$ cat config.mk
export PLATFORM = sky130hd
export DESIGN_NAME = bspl_dist
export DESIGN_NICKNAME = d
export VERILOG_FILES = /design/src/sv/bspl_pkg.sv /design/src/sv/bspl_dist.sv
export SDC_FILE = /design/constraint.sdc
export NUM_CORES = 2
export LEC_CHECK = 0
export ABC_AREA = 1
export BUFFER_PORTS_ARGS = -buffer_cell sky130_fd_sc_hd__buf_2
export CAP_MARGIN = 10
export CORE_ASPECT_RATIO = 2
export CORE_MARGIN = 2
export CORE_UTILIZATION = 55
export DETAILED_ROUTE_END_ITERATION = 8
export PLACE_DENSITY = 0.71
export SYNTH_ARGS = -nofsm -noshare
export SYNTH_HDL_FRONTEND = slang
export SYNTH_SLANG_ARGS = --single-unit
export TNS_END_PERCENT = 10
$ cat constraint.sdc
create_clock -name clk -period 3.1 [get_ports clk]
set_input_delay 0.155 -clock clk [delete_from_list [all_inputs] [get_ports clk]]
set_output_delay 0.155 -clock clk [all_outputs]
set_load 0.02 [all_outputs]
$ cat src/sv/bspl_pkg.sv
// Shared types and constants for the BSP point leaf locator.
// Opcodes, field widths, table entry layouts and default sizes.
// No dependencies.
package bspl_pkg;

    localparam int IDX_W   = 13;
    localparam int NORM_W  = 16;
    localparam int COORD_W = 32;
    localparam int LEAF_W  = 12;
    localparam int STEPS_W = 7;
    localparam int OP_W    = 2;

    localparam int PROD_W    = NORM_W + COORD_W;
    localparam int DIST_W    = PROD_W + 2;
    localparam int OFF_SHIFT = 14;

    localparam int DEF_NODE_COUNT  = 4096;
    localparam int DEF_PLANE_COUNT = 8192;
    localparam int DEF_LEAF_COUNT  = 4096;
    localparam int DEF_MAX_DEPTH   = 64;

    localparam logic [OP_W-1:0] OP_NODE_WR  = 2'd0;
    localparam logic [OP_W-1:0] OP_PLANE_WR = 2'd1;
    localparam logic [OP_W-1:0] OP_LOCATE   = 2'd2;
    localparam logic [OP_W-1:0] OP_NONE     = 2'd3;

    typedef struct packed {
        logic [IDX_W-1:0] plane;
        logic [IDX_W-1:0] front;
        logic [IDX_W-1:0] back;
    } node_entry_t;

    typedef struct packed {
        logic [NORM_W-1:0]  nx;
        logic [NORM_W-1:0]  ny;
        logic [NORM_W-1:0]  nz;
        logic [COORD_W-1:0] offset;
    } plane_entry_t;

endpackage

$ cat src/sv/bspl_dist.sv
// Three-stage signed plane distance unit: products, partial sums, sign.
// Reports only whether dot(normal, point) - offset * 2^14 is negative.
// Depends on bspl_pkg.
module bspl_dist
    import bspl_pkg::*;
(
    input  logic                      clk,
    input  logic                      rst_n,
    input  logic                      go,
    input  plane_entry_t              plane,
    input  logic signed [COORD_W-1:0] px,
    input  logic signed [COORD_W-1:0] py,
    input  logic signed [COORD_W-1:0] pz,
    output logic                      done,
    output logic                      neg
);

    logic                      s1_vld_reg;
    logic                      s2_vld_reg;
    logic                      done_reg;
    logic signed [PROD_W-1:0]  prod_x_reg;
    logic signed [PROD_W-1:0]  prod_y_reg;
    logic signed [PROD_W-1:0]  prod_z_reg;
    logic signed [COORD_W-1:0] off_reg;
    logic signed [DIST_W-1:0]  sum_a_reg;
    logic signed [DIST_W-1:0]  sum_b_reg;
    logic                      neg_reg;

    logic signed [PROD_W-1:0]  prod_x_next;
    logic signed [PROD_W-1:0]  prod_y_next;
    logic signed [PROD_W-1:0]  prod_z_next;
    logic signed [DIST_W-1:0]  sum_a_next;
    logic signed [DIST_W-1:0]  sum_b_next;
    logic signed [DIST_W-1:0]  total;

    always_comb
    begin
        prod_x_next = PROD_W'($signed(plane.nx)) * PROD_W'(px);
        prod_y_next = PROD_W'($signed(plane.ny)) * PROD_W'(py);
        prod_z_next = PROD_W'($signed(plane.nz)) * PROD_W'(pz);
        sum_a_next  = DIST_W'(prod_x_reg) + DIST_W'(prod_y_reg);
        sum_b_next  = DIST_W'(prod_z_reg) - (DIST_W'(off_reg) <<< OFF_SHIFT);
        total       = sum_a_reg + sum_b_reg;
    end

    always_ff @(posedge clk or negedge rst_n)
    begin
        if (!rst_n)
        begin
            s1_vld_reg <= 1'b0;
            s2_vld_reg <= 1'b0;
            done_reg   <= 1'b0;
        end
        else
        begin
            s1_vld_reg <= go;
            s2_vld_reg <= s1_vld_reg;
            done_reg   <= s2_vld_reg;
        end
    end

    always_ff @(posedge clk)
    begin
        if (go)
        begin
            prod_x_reg <= prod_x_next;
            prod_y_reg <= prod_y_next;
            prod_z_reg <= prod_z_next;
            off_reg    <= $signed(plane.offset);
        end
        if (s1_vld_reg)
        begin
            sum_a_reg <= sum_a_next;
            sum_b_reg <= sum_b_next;
        end
        if (s2_vld_reg)
        begin
            neg_reg <= total[DIST_W-1];
        end
    end

    assign done = done_reg;
    assign neg  = neg_reg;

endmodule

==> run summary <==
first-pass GRT wire length - 404000 um
setup total negative slack - -206.01 ns
Seq/Total Area, Yosys - 0.111
Tcrit/Tclk final - 1.64
Routed Antenna Nets - 0
Cell variety after synth - 41
CTS Sinks - 278
final instance area - 92600 um^2
commonest non-fill, non-tap cell in the layout - inv_1
largest net degree at the start of global routing - 55
final worst setup slack - -1.98 ns
worst r2r dst - sum_a_reg[36]
GRT Util Overall - 0.391
WHS - 0.133 ns
Initial DRC Count - 4226
crit path launch type - input pin
DR WL/cell - 21.3 um
port bufs - 180
Placed Area - 86100 um^2
master of the slowest instance on the critical path - fa_1
WS Path Type - in2reg
Final Max Slew Viols - 0
CTS root buffer - clkbuf_16
area grow syn2layout - 23.7%
CTS tree - done
drt pass-1 iters - 7
post-detailed-route DRC marker count - 0
CP peak stage delay - 0.59 ns
dpl hpwl - 226000 um
Post-Route WL - 272000 um
flops & latches, synth - 278
outcome - finished, violations left
Data required, critical path - 3.50 ns
critical path depth - 22
commonest cells after routing, fill and taps aside - 2930 x inv_1, 2758 x nand2_1, 1370 x fa_1
clock transition at the registers of the reported paths - 0.07 ns
CP bufs+invs - 7
# IOs - 181
Final Hold Viols - 0
critical path endpoint category - register
fmax - 197 MHz
clk buf depth - 3
Filler cells - 11000
initial core utilization - 0.553
R2R cell count - 9
Mapped Cells - 10000
max-cap violation count - 0
final layout net count - 13100
antenna violations before repair - 15
R2R setup slack - -0.14 ns
layout cell share with drive strength beyond 1 - 0.202
critical path fanouts, max - 13
Cell Area, Synth - 74800 um^2
die extent in y - 526 um
setup violators final - 132
syn_nets - 12100
failing checks - setup timing
Crit path top cell by count - fa_1
crit path cell chain - buf_2, inv_1, buf_12, buf_4, nor2_1, fa_1, fa_1, fa_1, fa_2, fa_1, inv_1, fa_1, inv_1, ha_4, nand2_4, nor2_1, buf_4, nand2_4, nor2_2, nand2_1, nand3_1, xor2_1
die area - 139000 um^2
Final Critical Period - 5.08 ns
GPL Wtd Cong - 1.06
CTS Buf Count - 27
die width - 265 um
crit path DAT - 5.48 ns
total grt overflow - 0
Site Rows - 191
CP endpoint - prod_z_reg[27]
Ys Warns - 0
vias after detailed routing - 67400
r2r startpoint - prod_x_reg[10]
Crit path max-delay family - adder cells
vias in the first global route - 73500
min-delay worst type - in2reg
core area - 135000 um^2
RSZ-0062 raised after global routing - yes
Synth Area per Inst - 7.47 um^2
actual slew at the worst max-slew pin - 0.911 ns
max_slew headroom - 0.391
CP Launch Point - plane[47]
clock skew - 0.0221 ns
post-layout util - 0.684
H-tree depth - 1
Clk Latency, worst-skew pair - 0.61 ns
routed vias/inst - 5.29
worst min path at each step:
stage	startpoint	endpoint	cells after the start
after floorplan	rst_n	done	0
after global placement	rst_n	done	1
after detailed placement	rst_n	done	1
after CTS	py[0]	prod_y_reg[0]	4
after global routing	px[0]	prod_x_reg[0]	4
final	py[0]	prod_y_reg[0]	4
stage by stage:
step | std cells | setup WS (ns)
6_report | 12700 | -1.98
5_1_grt | 12700 | -2.07
4_1_cts | 12700 | -1.83
3_5_place_dp | 12500 | -2.80
3_3_place_gp | 12500 | -2.83
2_1_floorplan | 10000 | -1.82
cells in the mapped netlist:
master | number | area share
a31oi_1 | 1 | 0.000084
a21oi_2 | 2 | 0.00023
nor2b_1 | 1 | 0.000084
nor2_4 | 4 | 0.00060
nor2_1 | 462 | 0.023
xnor2_1 | 42 | 0.0049
o21a_1 | 3 | 0.00030
nor2_2 | 13 | 0.0011
nor3b_2 | 1 | 0.00017
o21bai_1 | 23 | 0.0023
a21o_2 | 1 | 0.00012
and2_2 | 1 | 0.00010
nand3_1 | 224 | 0.015
o21ai_0 | 86 | 0.0058
nand2b_1 | 1 | 0.000084
nor3_1 | 27 | 0.0018
a21oi_1 | 240 | 0.016
nand4_1 | 72 | 0.0060
o21ai_1 | 3 | 0.00020
or2_1 | 4 | 0.00033
dfrtp_1 | 3 | 0.0010
nand3_2 | 9 | 0.0012
inv_2 | 3 | 0.00015
and3_1 | 2 | 0.00017
nor3_2 | 2 | 0.00027
buf_6 | 1 | 0.00015
nand2_1 | 3065 | 0.15
edfxtp_1 | 275 | 0.11
o21ai_2 | 1 | 0.00012
inv_1 | 3051 | 0.15
or2_2 | 18 | 0.0015
a21boi_0 | 1 | 0.00010
xor2_1 | 99 | 0.012
fa_1 | 1460 | 0.39
ha_1 | 472 | 0.079
nand2_2 | 10 | 0.00084
clkbuf_1 | 317 | 0.016
nand3b_1 | 5 | 0.00050
o211ai_1 | 1 | 0.00010
a21o_1 | 8 | 0.00080
and2_1 | 4 | 0.00033
timing repair:
item	4_1_cts	5_1_grt
hold endpoints to repair	36	0
pin swaps	301	219
gates cloned	14	5
hold buffers	35	0
setup endpoints to repair	128	130
setup buffers	72	22
gates resized for setup	708	439
final cells by class:
| cell class | count | area [um^2] | share of cell area |
|---|---|---|---|
| sequential | 278 | 8340 | 0.0901 |
| tap | 1737 | 2170 | 0.0235 |
| inverter | 3054 | 11500 | 0.124 |
| multi-input combinational | 6368 | 58300 | 0.630 |
| timing repair buffer | 1235 | 11300 | 0.122 |
| clock inverter | 22 | 248 | 0.00268 |
| clock buffer | 28 | 679 | 0.00734 |
| antenna | 9 | 22.5 | 0.000243 |
kinds of logic (layout without fill, tap and decap cells):
| group | count (synthesis) | in the layout | synth area share |
|---|---|---|---|
| simple gates | 3925 | 3925 | 0.207 |
| buf+inv | 3372 | 4339 | 0.169 |
| fa+ha+maj | 1932 | 1932 | 0.470 |
| compound gates | 370 | 370 | 0.0262 |
| flops | 278 | 278 | 0.111 |
| xor+xnor | 141 | 141 | 0.0165 |
| other cells | 0 | 9 | 0 |
worst register-to-register path, stage by stage (launching register included):
cell	delay, ns
edfxtp_1	0.45
ha_1	0.58
nand2_1	0.13
nor2_1	0.72
buf_4	0.25
nand2_1	0.28
nor2_1	0.27
nand3_1	0.13
nand4_1	0.12
nand2_1	0.06
layer usage:
metal	track usage	share of wire	up-vias
met3	0.0532	0.050	1573
met5	0	0.00037	-
met4	0.416	0.14	16
met2	0.745	0.54	2804
met1	0.324	0.27	32700
li1	-	-	30300
Power is left out: the tool's default activity adds up to more than one toggle a clock period on the data nets, which glitch-free logic cannot reach.
